[src/rtl/avg_pkg.sv]
// ----------------------------------------------------------------------------
// avg_pkg
// Shared types, constants and tables for the arc vertex generator.
// ----------------------------------------------------------------------------
package avg_pkg;

    // Number of rotation steps in the CORDIC unit.
    localparam int CORDIC_STEPS = 16;
    // Largest number of segments per full turn.
    localparam int MAX_SUBDIV = 62;
    // Width of the shared step counter (division and rotation).
    localparam int ITER_W = 5;
    // Steps of the restoring division of one turn by the segment count.
    localparam int DIV_STEPS = 17;

    localparam logic [16:0] FULL_TURN = 17'h10000;
    localparam logic signed [33:0] CORDIC_GAIN = 34'sd652032874;
    localparam logic signed [33:0] ONE_Q30 = 34'sd1073741824;

    // Configuration register indexes.
    typedef enum logic [2:0] {
        REG_ANGLE_START  = 3'd0,
        REG_ANGLE_END    = 3'd1,
        REG_SUBDIV       = 3'd2,
        REG_INTER_ONLY   = 3'd3,
        REG_FILL_MODE    = 3'd4
    } t_reg_idx;

    typedef struct packed {
        logic signed [31:0] center_x;
        logic signed [31:0] center_y;
        logic [30:0]        circle_radius;
    } t_circle;

    typedef struct packed {
        logic signed [31:0] vertex_x;
        logic signed [31:0] vertex_y;
        logic [5:0]         vertex_index;
        logic               triangle_valid;
        logic               last_vertex;
    } t_vertex;

    typedef struct packed {
        logic [16:0] angle_start;
        logic [16:0] angle_end;
        logic [5:0]  subdivisions;
        logic        intermediate_only;
        logic        fill_mode;
    } t_cfg;

    // Commands from the controller to the datapath.
    typedef struct packed {
        logic              load_item;
        logic              div_step;
        logic              loop_init;
        logic              emit_center;
        logic              rot_init;
        logic              sel_end;
        logic              rot_step;
        logic [ITER_W-1:0] iter;
        logic              mul1;
        logic              mul2;
        logic              emit_arc;
        logic              last;
        logic              advance;
    } t_dp_cmd;

    // Status from the datapath to the controller.
    typedef struct packed {
        logic out_free;
        logic i_lt_n;
        logic i_next_ge_n;
    } t_dp_stat;

    // Arc tangent of 2^-i in units of 2^-32 turn.
    function automatic logic signed [33:0] atan_turn(input logic [ITER_W-1:0] idx);
        logic signed [33:0] v;
        begin
            case (idx)
                5'd0:  v = 34'sd536870912;
                5'd1:  v = 34'sd316933406;
                5'd2:  v = 34'sd167458907;
                5'd3:  v = 34'sd85004756;
                5'd4:  v = 34'sd42667331;
                5'd5:  v = 34'sd21354465;
                5'd6:  v = 34'sd10679838;
                5'd7:  v = 34'sd5340245;
                5'd8:  v = 34'sd2670163;
                5'd9:  v = 34'sd1335087;
                5'd10: v = 34'sd667544;
                5'd11: v = 34'sd333772;
                5'd12: v = 34'sd166886;
                5'd13: v = 34'sd83443;
                5'd14: v = 34'sd41722;
                5'd15: v = 34'sd20861;
                5'd16: v = 34'sd10430;
                5'd17: v = 34'sd5215;
                5'd18: v = 34'sd2608;
                5'd19: v = 34'sd1304;
                5'd20: v = 34'sd652;
                5'd21: v = 34'sd326;
                5'd22: v = 34'sd163;
                5'd23: v = 34'sd81;
                5'd24: v = 34'sd41;
                default: v = 34'sd0;
            endcase
            return v;
        end
    endfunction

endpackage

[src/rtl/avg_ctrl.sv]
// ----------------------------------------------------------------------------
// avg_ctrl
// Sequencer for one circle: setup division, center vertex in fill mode,
// then one CORDIC rotation and two multiplies per arc vertex.
// ----------------------------------------------------------------------------
module avg_ctrl (
    input  logic              i_clk,
    input  logic              i_rst_n,
    input  logic              i_in_valid,
    output logic              o_in_ready,
    input  avg_pkg::t_cfg     i_cfg,
    input  avg_pkg::t_dp_stat i_stat,
    output avg_pkg::t_dp_cmd  o_cmd
);
    import avg_pkg::*;

    typedef enum logic [8:0] {
        S_IDLE   = 9'b000000001,
        S_DIV    = 9'b000000010,
        S_INIT   = 9'b000000100,
        S_CENTER = 9'b000001000,
        S_CHECK  = 9'b000010000,
        S_ROT    = 9'b000100000,
        S_MUL1   = 9'b001000000,
        S_MUL2   = 9'b010000000,
        S_EMIT   = 9'b100000000
    } t_state;

    t_state            r_state, n_state;
    logic [ITER_W-1:0] r_cnt, n_cnt;
    logic              r_end, n_end;

    assign o_in_ready = (r_state == S_IDLE);

    // Next state and command decode.
    always_comb begin
        n_state = r_state;
        n_cnt   = r_cnt;
        n_end   = r_end;
        o_cmd   = '0;
        o_cmd.iter = r_cnt;
        case (r_state)
            S_IDLE: begin
                if (i_in_valid) begin
                    o_cmd.load_item = 1'b1;
                    n_cnt   = '0;
                    n_state = S_DIV;
                end
            end
            S_DIV: begin
                o_cmd.div_step = 1'b1;
                n_cnt = r_cnt + 1'b1;
                if (r_cnt == ITER_W'(DIV_STEPS - 1)) begin
                    n_state = S_INIT;
                end
            end
            S_INIT: begin
                o_cmd.loop_init = 1'b1;
                n_state = i_cfg.fill_mode ? S_CENTER : S_CHECK;
            end
            S_CENTER: begin
                if (i_stat.out_free) begin
                    o_cmd.emit_center = 1'b1;
                    o_cmd.last = i_cfg.intermediate_only && !i_stat.i_lt_n;
                    n_state = S_CHECK;
                end
            end
            S_CHECK: begin
                n_cnt = '0;
                if (i_stat.i_lt_n) begin
                    o_cmd.rot_init = 1'b1;
                    n_end   = 1'b0;
                    n_state = S_ROT;
                end else if (!i_cfg.intermediate_only) begin
                    o_cmd.rot_init = 1'b1;
                    o_cmd.sel_end  = 1'b1;
                    n_end   = 1'b1;
                    n_state = S_ROT;
                end else begin
                    n_state = S_IDLE;
                end
            end
            S_ROT: begin
                o_cmd.rot_step = 1'b1;
                n_cnt = r_cnt + 1'b1;
                if (r_cnt == ITER_W'(CORDIC_STEPS - 1)) begin
                    n_state = S_MUL1;
                end
            end
            S_MUL1: begin
                o_cmd.mul1 = 1'b1;
                n_state = S_MUL2;
            end
            S_MUL2: begin
                o_cmd.mul2 = 1'b1;
                n_state = S_EMIT;
            end
            S_EMIT: begin
                if (i_stat.out_free) begin
                    o_cmd.emit_arc = 1'b1;
                    o_cmd.last = r_end ||
                                 (i_cfg.intermediate_only && i_stat.i_next_ge_n);
                    if (r_end) begin
                        n_state = S_IDLE;
                    end else begin
                        o_cmd.advance = 1'b1;
                        n_state = S_CHECK;
                    end
                end
            end
            default: begin
                n_state = S_IDLE;
            end
        endcase
    end

    // State registers.
    always_ff @(posedge i_clk) begin
        if (!i_rst_n) begin
            r_state <= S_IDLE;
            r_cnt   <= '0;
            r_end   <= 1'b0;
        end else begin
            r_state <= n_state;
            r_cnt   <= n_cnt;
            r_end   <= n_end;
        end
    end

endmodule

[src/rtl/avg_dp.sv]
// ----------------------------------------------------------------------------
// avg_dp
// Datapath: setup arithmetic, restoring divider for the angle step, iterative
// CORDIC rotation, radius multiply with rounding and saturation, output stage.
// ----------------------------------------------------------------------------
module avg_dp (
    input  logic              i_clk,
    input  logic              i_rst_n,
    input  avg_pkg::t_cfg     i_cfg,
    input  avg_pkg::t_circle  i_in_item,
    input  avg_pkg::t_dp_cmd  i_cmd,
    output avg_pkg::t_dp_stat o_stat,
    output logic              o_out_valid,
    input  logic              i_out_ready,
    output avg_pkg::t_vertex  o_out_item
);
    import avg_pkg::*;

    // Item and setup registers.
    logic signed [31:0] r_cx, r_cy;
    logic [30:0]        r_rad;
    logic [16:0]        r_st, r_en;
    logic [5:0]         r_sd, r_n;
    logic [5:0]         r_rem;
    logic [16:0]        r_quo;
    logic [5:0]         r_i, r_off_r;
    logic [16:0]        r_off_q;
    logic [5:0]         r_k;
    // Rotation and multiply registers.
    logic signed [33:0] r_x, r_y, r_z;
    logic [1:0]         r_quad;
    logic signed [63:0] r_prod;
    logic signed [31:0] r_vx;
    // Output stage.
    logic               r_out_valid;
    t_vertex            r_out;

    // Setup values from the configuration.
    logic [16:0] st_sat, en_sat, diff;
    logic [5:0]  sd_clamp;
    logic [22:0] span;
    logic [23:0] span_up;
    always_comb begin
        st_sat = (i_cfg.angle_start > FULL_TURN) ? FULL_TURN : i_cfg.angle_start;
        en_sat = (i_cfg.angle_end > FULL_TURN) ? FULL_TURN : i_cfg.angle_end;
        if (i_cfg.subdivisions == 6'd0) begin
            sd_clamp = 6'd1;
        end else if (i_cfg.subdivisions > 6'(MAX_SUBDIV)) begin
            sd_clamp = 6'(MAX_SUBDIV);
        end else begin
            sd_clamp = i_cfg.subdivisions;
        end
        diff    = (en_sat > st_sat) ? (en_sat - st_sat) : 17'd0;
        span    = diff * sd_clamp;
        span_up = {1'b0, span} + 24'd65535;
    end

    // One restoring division step on one turn (a one followed by zeros).
    logic [6:0] div_t;
    logic       div_ge;
    always_comb begin
        div_t  = {r_rem, (i_cmd.iter == '0)};
        div_ge = (div_t >= {1'b0, r_sd});
    end

    // Loop advance: offset grows by quotient and remainder of the step.
    logic [6:0] adv_r;
    logic       adv_c;
    always_comb begin
        adv_r = {1'b0, r_off_r} + {1'b0, r_rem};
        adv_c = (adv_r >= {1'b0, r_sd});
    end

    // Angle of the next vertex, modulo one turn.
    logic [15:0] angle;
    assign angle = i_cmd.sel_end ? r_en[15:0] : (r_st[15:0] + r_off_q[15:0]);

    // One CORDIC step.
    logic signed [33:0] x_sh, y_sh, atan_v;
    assign x_sh   = r_x >>> i_cmd.iter;
    assign y_sh   = r_y >>> i_cmd.iter;
    assign atan_v = atan_turn(i_cmd.iter);

    // Clamp and quadrant mapping.
    logic signed [33:0] xc, yc;
    logic signed [31:0] cos_v, sin_v;
    always_comb begin
        xc = (r_x > ONE_Q30) ? ONE_Q30 : ((r_x < -ONE_Q30) ? -ONE_Q30 : r_x);
        yc = (r_y > ONE_Q30) ? ONE_Q30 : ((r_y < -ONE_Q30) ? -ONE_Q30 : r_y);
        case (r_quad)
            2'd0: begin cos_v = xc[31:0];         sin_v = yc[31:0];         end
            2'd1: begin cos_v = 32'(-yc);         sin_v = xc[31:0];         end
            2'd2: begin cos_v = 32'(-xc);         sin_v = 32'(-yc);         end
            default: begin cos_v = yc[31:0];      sin_v = 32'(-xc);         end
        endcase
    end

    // Radius times unit vector, rounded, plus the center, saturated.
    function automatic logic signed [31:0] place(input logic signed [63:0] p,
                                                 input logic signed [31:0] c);
        logic signed [63:0] pr;
        logic signed [34:0] s;
        begin
            pr = p + 64'sd536870912;
            s  = 35'($signed(pr[63:30])) + 35'(c);
            if (s > 35'sd2147483647) begin
                return 32'h7FFFFFFF;
            end else if (s < -35'sd2147483648) begin
                return 32'h80000000;
            end
            return s[31:0];
        end
    endfunction

    logic signed [31:0] mul_b;
    logic signed [63:0] mul_p;
    assign mul_b = i_cmd.mul1 ? cos_v : sin_v;
    assign mul_p = $signed({1'b0, r_rad}) * mul_b;

    // Datapath registers.
    always_ff @(posedge i_clk) begin
        if (i_cmd.load_item) begin
            r_cx  <= i_in_item.center_x;
            r_cy  <= i_in_item.center_y;
            r_rad <= i_in_item.circle_radius;
            r_st  <= st_sat;
            r_en  <= en_sat;
            r_sd  <= sd_clamp;
            r_n   <= span_up[21:16];
            r_rem <= '0;
            r_quo <= '0;
            r_k   <= '0;
        end
        if (i_cmd.div_step) begin
            r_rem <= div_ge ? 6'(div_t - {1'b0, r_sd}) : div_t[5:0];
            r_quo <= {r_quo[15:0], div_ge};
        end
        if (i_cmd.loop_init) begin
            if (i_cfg.intermediate_only) begin
                r_i     <= 6'd1;
                r_off_q <= r_quo;
                r_off_r <= r_rem;
            end else begin
                r_i     <= '0;
                r_off_q <= '0;
                r_off_r <= '0;
            end
        end
        if (i_cmd.advance) begin
            r_i     <= r_i + 1'b1;
            r_off_r <= adv_c ? 6'(adv_r - {1'b0, r_sd}) : adv_r[5:0];
            r_off_q <= r_off_q + r_quo + {16'd0, adv_c};
        end
        if (i_cmd.emit_center || i_cmd.emit_arc) begin
            r_k <= r_k + 1'b1;
        end
        if (i_cmd.rot_init) begin
            r_x    <= CORDIC_GAIN;
            r_y    <= '0;
            r_z    <= {4'd0, angle[13:0], 16'd0};
            r_quad <= angle[15:14];
        end
        if (i_cmd.rot_step) begin
            if (!r_z[33]) begin
                r_x <= r_x - y_sh;
                r_y <= r_y + x_sh;
                r_z <= r_z - atan_v;
            end else begin
                r_x <= r_x + y_sh;
                r_y <= r_y - x_sh;
                r_z <= r_z + atan_v;
            end
        end
        if (i_cmd.mul1) begin
            r_prod <= mul_p;
        end
        if (i_cmd.mul2) begin
            r_vx   <= place(r_prod, r_cx);
            r_prod <= mul_p;
        end
        if (i_cmd.emit_center) begin
            r_out.vertex_x <= r_cx;
            r_out.vertex_y <= r_cy;
        end
        if (i_cmd.emit_arc) begin
            r_out.vertex_x <= r_vx;
            r_out.vertex_y <= place(r_prod, r_cy);
        end
        if (i_cmd.emit_center || i_cmd.emit_arc) begin
            r_out.vertex_index   <= r_k;
            r_out.triangle_valid <= i_cfg.fill_mode && (r_k >= 6'd2);
            r_out.last_vertex    <= i_cmd.last;
        end
    end

    // Output valid flag.
    always_ff @(posedge i_clk) begin
        if (!i_rst_n) begin
            r_out_valid <= 1'b0;
        end else if (i_cmd.emit_center || i_cmd.emit_arc) begin
            r_out_valid <= 1'b1;
        end else if (i_out_ready) begin
            r_out_valid <= 1'b0;
        end
    end

    assign o_out_valid = r_out_valid;
    assign o_out_item  = r_out;

    assign o_stat.out_free    = !r_out_valid || i_out_ready;
    assign o_stat.i_lt_n      = (r_i < r_n);
    assign o_stat.i_next_ge_n = ({1'b0, r_i} + 7'd1) >= {1'b0, r_n};

endmodule

[src/rtl/arc_vertex_generator.sv]
// ----------------------------------------------------------------------------
// arc_vertex_generator
// Tessellates one circular arc per item into a vertex list (fan or contour).
// ----------------------------------------------------------------------------
// Sequence: setup division, the center vertex in fill mode, then for each
// arc vertex a 16-step iterative CORDIC, two radius multiplies and emit.
// One circle at a time; each emit waits until the output register is free.
// Reset: synchronous active low; clears the sequencer, the output valid and
// loads the configuration defaults.
// ----------------------------------------------------------------------------
module arc_vertex_generator (
    input  logic              i_clk,
    input  logic              i_rst_n,
    input  logic              i_in_valid,
    output logic              o_in_ready,
    input  avg_pkg::t_circle  i_in_item,
    output logic              o_out_valid,
    input  logic              i_out_ready,
    output avg_pkg::t_vertex  o_out_item,
    input  logic              i_cfg_valid,
    output logic              o_cfg_ready,
    input  logic [2:0]        i_cfg_index,
    input  logic [16:0]       i_cfg_data
);
    import avg_pkg::*;

    t_cfg     r_cfg;
    t_dp_cmd  cmd;
    t_dp_stat stat;

    assign o_cfg_ready = 1'b1;

    // Configuration registers.
    always_ff @(posedge i_clk) begin
        if (!i_rst_n) begin
            r_cfg.angle_start       <= '0;
            r_cfg.angle_end         <= FULL_TURN;
            r_cfg.subdivisions      <= 6'd20;
            r_cfg.intermediate_only <= 1'b0;
            r_cfg.fill_mode         <= 1'b1;
        end else if (i_cfg_valid) begin
            case (t_reg_idx'(i_cfg_index))
                REG_ANGLE_START: r_cfg.angle_start       <= i_cfg_data;
                REG_ANGLE_END:   r_cfg.angle_end         <= i_cfg_data;
                REG_SUBDIV:      r_cfg.subdivisions      <= i_cfg_data[5:0];
                REG_INTER_ONLY:  r_cfg.intermediate_only <= i_cfg_data[0];
                REG_FILL_MODE:   r_cfg.fill_mode         <= i_cfg_data[0];
                default: ;
            endcase
        end
    end

    avg_ctrl u_ctrl (
        .i_clk      (i_clk),
        .i_rst_n    (i_rst_n),
        .i_in_valid (i_in_valid),
        .o_in_ready (o_in_ready),
        .i_cfg      (r_cfg),
        .i_stat     (stat),
        .o_cmd      (cmd)
    );

    avg_dp u_dp (
        .i_clk       (i_clk),
        .i_rst_n     (i_rst_n),
        .i_cfg       (r_cfg),
        .i_in_item   (i_in_item),
        .i_cmd       (cmd),
        .o_stat      (stat),
        .o_out_valid (o_out_valid),
        .i_out_ready (i_out_ready),
        .o_out_item  (o_out_item)
    );

    // A fan triangle never closes before the third vertex.
    a_tri_index: assert property (@(posedge i_clk) disable iff (!i_rst_n)
        (o_out_valid && o_out_item.triangle_valid) |-> (o_out_item.vertex_index >= 6'd2))
        else $error("triangle flagged on an early vertex");

    // A circle is taken only when the sequencer is idle, so ready drops after it.
    a_one_item: assert property (@(posedge i_clk) disable iff (!i_rst_n)
        (i_in_valid && o_in_ready) |=> !o_in_ready)
        else $error("second item taken while a circle is in progress");

    // Contour mode never flags triangles.
    a_contour: assert property (@(posedge i_clk) disable iff (!i_rst_n)
        (o_out_valid && !r_cfg.fill_mode && $stable(r_cfg.fill_mode)
         && $rose(o_out_valid)) |-> !o_out_item.triangle_valid)
        else $error("triangle flagged in contour mode");

endmodule
[config.mk]
export PLATFORM = sky130hd
export DESIGN_NAME = arc_vertex_generator
export DESIGN_NICKNAME = d
export VERILOG_FILES = /design/src/rtl/avg_pkg.sv /design/src/rtl/avg_ctrl.sv /design/src/rtl/avg_dp.sv /design/src/rtl/arc_vertex_generator.sv
export SDC_FILE = /design/constraint.sdc
export NUM_CORES = 2
export LEC_CHECK = 0
export BUFFER_PORTS_ARGS = -buffer_cell sky130_fd_sc_hd__buf_2
export CAP_MARGIN = 20
export CORE_MARGIN = 2
export CORE_UTILIZATION = 45
export CTS_CLUSTER_SIZE = 25
export DETAILED_ROUTE_END_ITERATION = 10
export SKIP_CTS_REPAIR_TIMING = 1
export SLEW_MARGIN = 5
export SYNTH_ARGS = -nofsm -noshare
export SYNTH_HDL_FRONTEND = slang
export SYNTH_SLANG_ARGS = --single-unit
[constraint.sdc]
create_clock -name i_clk -period 14.2 [get_ports i_clk]
set_input_delay 1.42 -clock i_clk [delete_from_list [all_inputs] [get_ports i_clk]]
set_output_delay 1.42 -clock i_clk [all_outputs]
set_load 0.01 [all_outputs]
==> results.tsv <==
stage	metric	value	unit
status	outcome	complete, no violations	
yosys	syn_area	76260	um^2
yosys	synth_top_family_by_area	adder cells	
worst_setup_path	cpMaxStageDelayCell	o21ai_2	
worst_setup_path	end_kind	flip-flop	
sta	skew	0.03658	ns
global_routing	antenna_found_initial	5	
floorplan	die_area	172800	um^2
yosys	synth_largest_area_cell	fa_1	
worst_setup_path	cp-start-kind	flip-flop	
yosys	synth_edf_count	438	
global_routing	gr-total-overflow	0	
floorplan	start_util	45.15	%
finish	fin_area	81790	um^2
yosys	ys_top_cells_by_area	fa_1 (25%), edfxtp_1 (17%), ha_1 (9.9%)	
detailed_routing	totalWireLength	246500	um
yosys	syn_inst	8442	
yosys	synth-simple-area-share	17.21	%
yosys	synth_fa_ha_area_share	34.51	%
detailed_routing	firstDrtPassIters	8	
yosys	ys.flop_type	edfxtp_1	
yosys	ys_seq_area_share	19.56	%
worst_setup_path	cp_max_fo	22	
floorplan	dieWidth	415.7	um
sta	final.setup.tns	0	ns
clock_tree	cts_buffer_depth	3	
global_routing	busiest_layer	met2	
detailed_routing	ant_nets	0	
yosys	synth.avg_cell_area	9.033	um^2
global_routing	grt_pass1_wl	379500	um
detailed_routing	wl_per_cell	23.16	um
sta	rsz0062_at_grt	no	
worst_setup_path	crit_arrival	13.35	ns
placement	dpl_cell_area	79520	um^2
sta	setup_ws	1.282	ns
finish	drive_gt1_share	7.634	%
worst_setup_path	crit_type	flip-flop to flip-flop	
detailed_routing	drt-initial-drc-count	5516	
finish	synthToLayoutAreaGrowth	7.257	%
yosys	synth_compound_area_share	12.30	%
yosys	ys_ff_latch	526	
yosys	synth_cell_types	90	
floorplan	coreArea	168900	um^2
yosys	yosysTopAreaCellShare	24.65	%
sta	drv_slew	0	
floorplan	die_h	415.7	um
clock_tree	cts_tree	done	
detailed_routing	viasPerCell	5.845	
sta	worstMarginPinSlew	1.268	ns
floorplan	rows	151	
global_routing	grt_use_met3	4.926	%
clock_tree	cts-root-buf	clkbuf_16	
min_path	hold_path.class	flip-flop to flip-flop	
worst_setup_path	cp.required	14.63	ns
finish	fill_cells	16090	
finish	fin_nets	10030	
placement	dp_hpwl	188700	um
sta	setup_violations	0	
clock_tree	cts_max_level	3	
clock_tree	numCtsBuffers	67	
run	maxCapViolCount	0	
sta	post-route-period-util	90.97	%
finish	layout_commonest_cell	inv_1	
finish	final_cell_mix	inv_1 (1,093), nand2_1 (1,081), fa_1 (939)	
global_routing	grt_max_degree	133	
sta	slew_headroom	15.48	%
clock_tree	clkTransAtPathRegs	0.06	ns
placement	port_buffers	193	
yosys	synth_nets	10100	
sta	timing.final.hold_violations	0	
detailed_routing	drc	0	
placement	pre_cts_slack	1.108	ns
global_routing	grtUsageMet1	41.19	%
worst_setup_path	crit_top_cell	fa_1	
detailed_routing	vias	62210	
sta	clock.fmax	77.41	MHz
global_routing	gr-usage-met2	43.66	%
yosys	async_flop_share	0	%
clock_tree	clk_latency	0.71	ns
worst_setup_path	cpPeakStageDelay	0.77	ns
clock_tree	cts.sinks	526	
placement	gp_congestion	0.9530	
global_routing	grt_pass1_vias	62260	
yosys	ys_warn_count	0	
yosys	synth-xor-area-share	4.330	%
global_routing	grt.total_usage	28.47	%
sta	period_minus_slack	12.92	ns
yosys	muxShareOfSynthArea	4.322	%
floorplan	top_level_ports	195	
[final cells by class]
cell class | count | area [um^2] | area share [%]
multi-input cells | 6346 | 55680 | 68.08
flip-flops and latches | 526 | 14920 | 18.24
inverters | 1103 | 4145 | 5.068
well taps | 2218 | 2775 | 3.393
repair buffers | 328 | 2072 | 2.533
clock buffers | 92 | 1853 | 2.265
clock inverters | 28 | 335.3 | 0.4100
diodes | 3 | 7.507 | 0.009178
[registers in the layout (all words and copies together), names as in the netlist, 6 cells and up]
| name | flops |
|---|---|
| u_dp.o_out_item | 72 |
| r_cfg | 42 |
| u_dp.r_prod | 35 |
| u_dp.r_x | 34 |
| u_dp.r_y | 34 |
| u_dp.r_z | 34 |
| u_dp.r_cx | 32 |
| u_dp.r_cy | 32 |
| u_dp.r_vx | 32 |
| u_dp.r_rad | 31 |
| u_dp.atan_v | 30 |
| u_dp.r_en | 16 |
| u_dp.r_off_q | 16 |
| u_dp.r_quo | 16 |
| u_dp.r_st | 16 |
| u_ctrl.r_state | 9 |
| u_dp.r_i | 6 |
| u_dp.r_k | 6 |
| u_dp.r_n | 6 |
| u_dp.r_off_r | 6 |
| u_dp.r_rem | 6 |
| u_dp.r_sd | 6 |
[cell usage after synthesis, types with 97 or more instances]
master / instances
inv_1: 1096
nor2b_1: 113
clkbuf_1: 405
o21ai_0: 319
and2_1: 481
a21oi_1: 478
nor2_1: 428
xnor2_1: 204
a21o_1: 175
fa_1: 939
ha_1: 601
mux4_2: 97
nor3_1: 99
nand2_1: 1083
xor2_1: 173
nand3_1: 137
edfxtp_1: 438
[layer usage]
metal  wire, um  vias up  share of wire, %
met1     109500    31150                44
met5         15        -            0.0061
met3      21080      423               8.6
li1           -    27990                 -
met2     108400     2643                44
met4       7492        2               3.0
[stage by stage]
step,instances,hold WS [ns],util [%]
detailed placement,10520,0.4648,47.08
global placement,10520,0.4580,47.07
floorplan,8442,0.4444,-
finish,10640,0.4706,48.43
CTS,10640,0.4727,48.37
global route,10640,0.4825,48.42
[kinds of logic after synthesis]
family / after synthesis
AO/OA/AOI/OAI: 1493
XOR/XNOR: 377
adder cells (fa/ha/maj): 1540
buffers and inverters: 1570
flip-flops: 526
multiplexers: 206
other: 1
AND/OR/NAND/NOR: 2729
[worst paths after layout]
| kind | to | depth (start not counted) | slack (ns) | start |
|---|---|---|---|---|
| worst max-delay path | u_dp.r_prod[63] | 35 | 1.28 | u_dp.r_y[18] |
| worst min register to register | r_cfg[12] | 2 | 0.47 | r_cfg[12] |
| worst min-delay path | r_cfg[12] | 2 | 0.47 | r_cfg[12] |
| worst max register to register | u_dp.r_prod[63] | 35 | 1.28 | u_dp.r_y[18] |
[critical path, delay by kind of cell, from the launching register on]
kind                       cells  cell delay, ns
AOI/OAI and AO/OA             12            3.83
xor gates and xnor gates       1            0.13
adders and majority gates     10            4.75
buffers and inverters          2            0.16
DFF                            1            0.58
muxes                          1            0.49
and+or+nand+nor                9            2.64
Power is not shown: default switching activity piles up to over one toggle a cycle in this logic, so the estimate is an artifact.
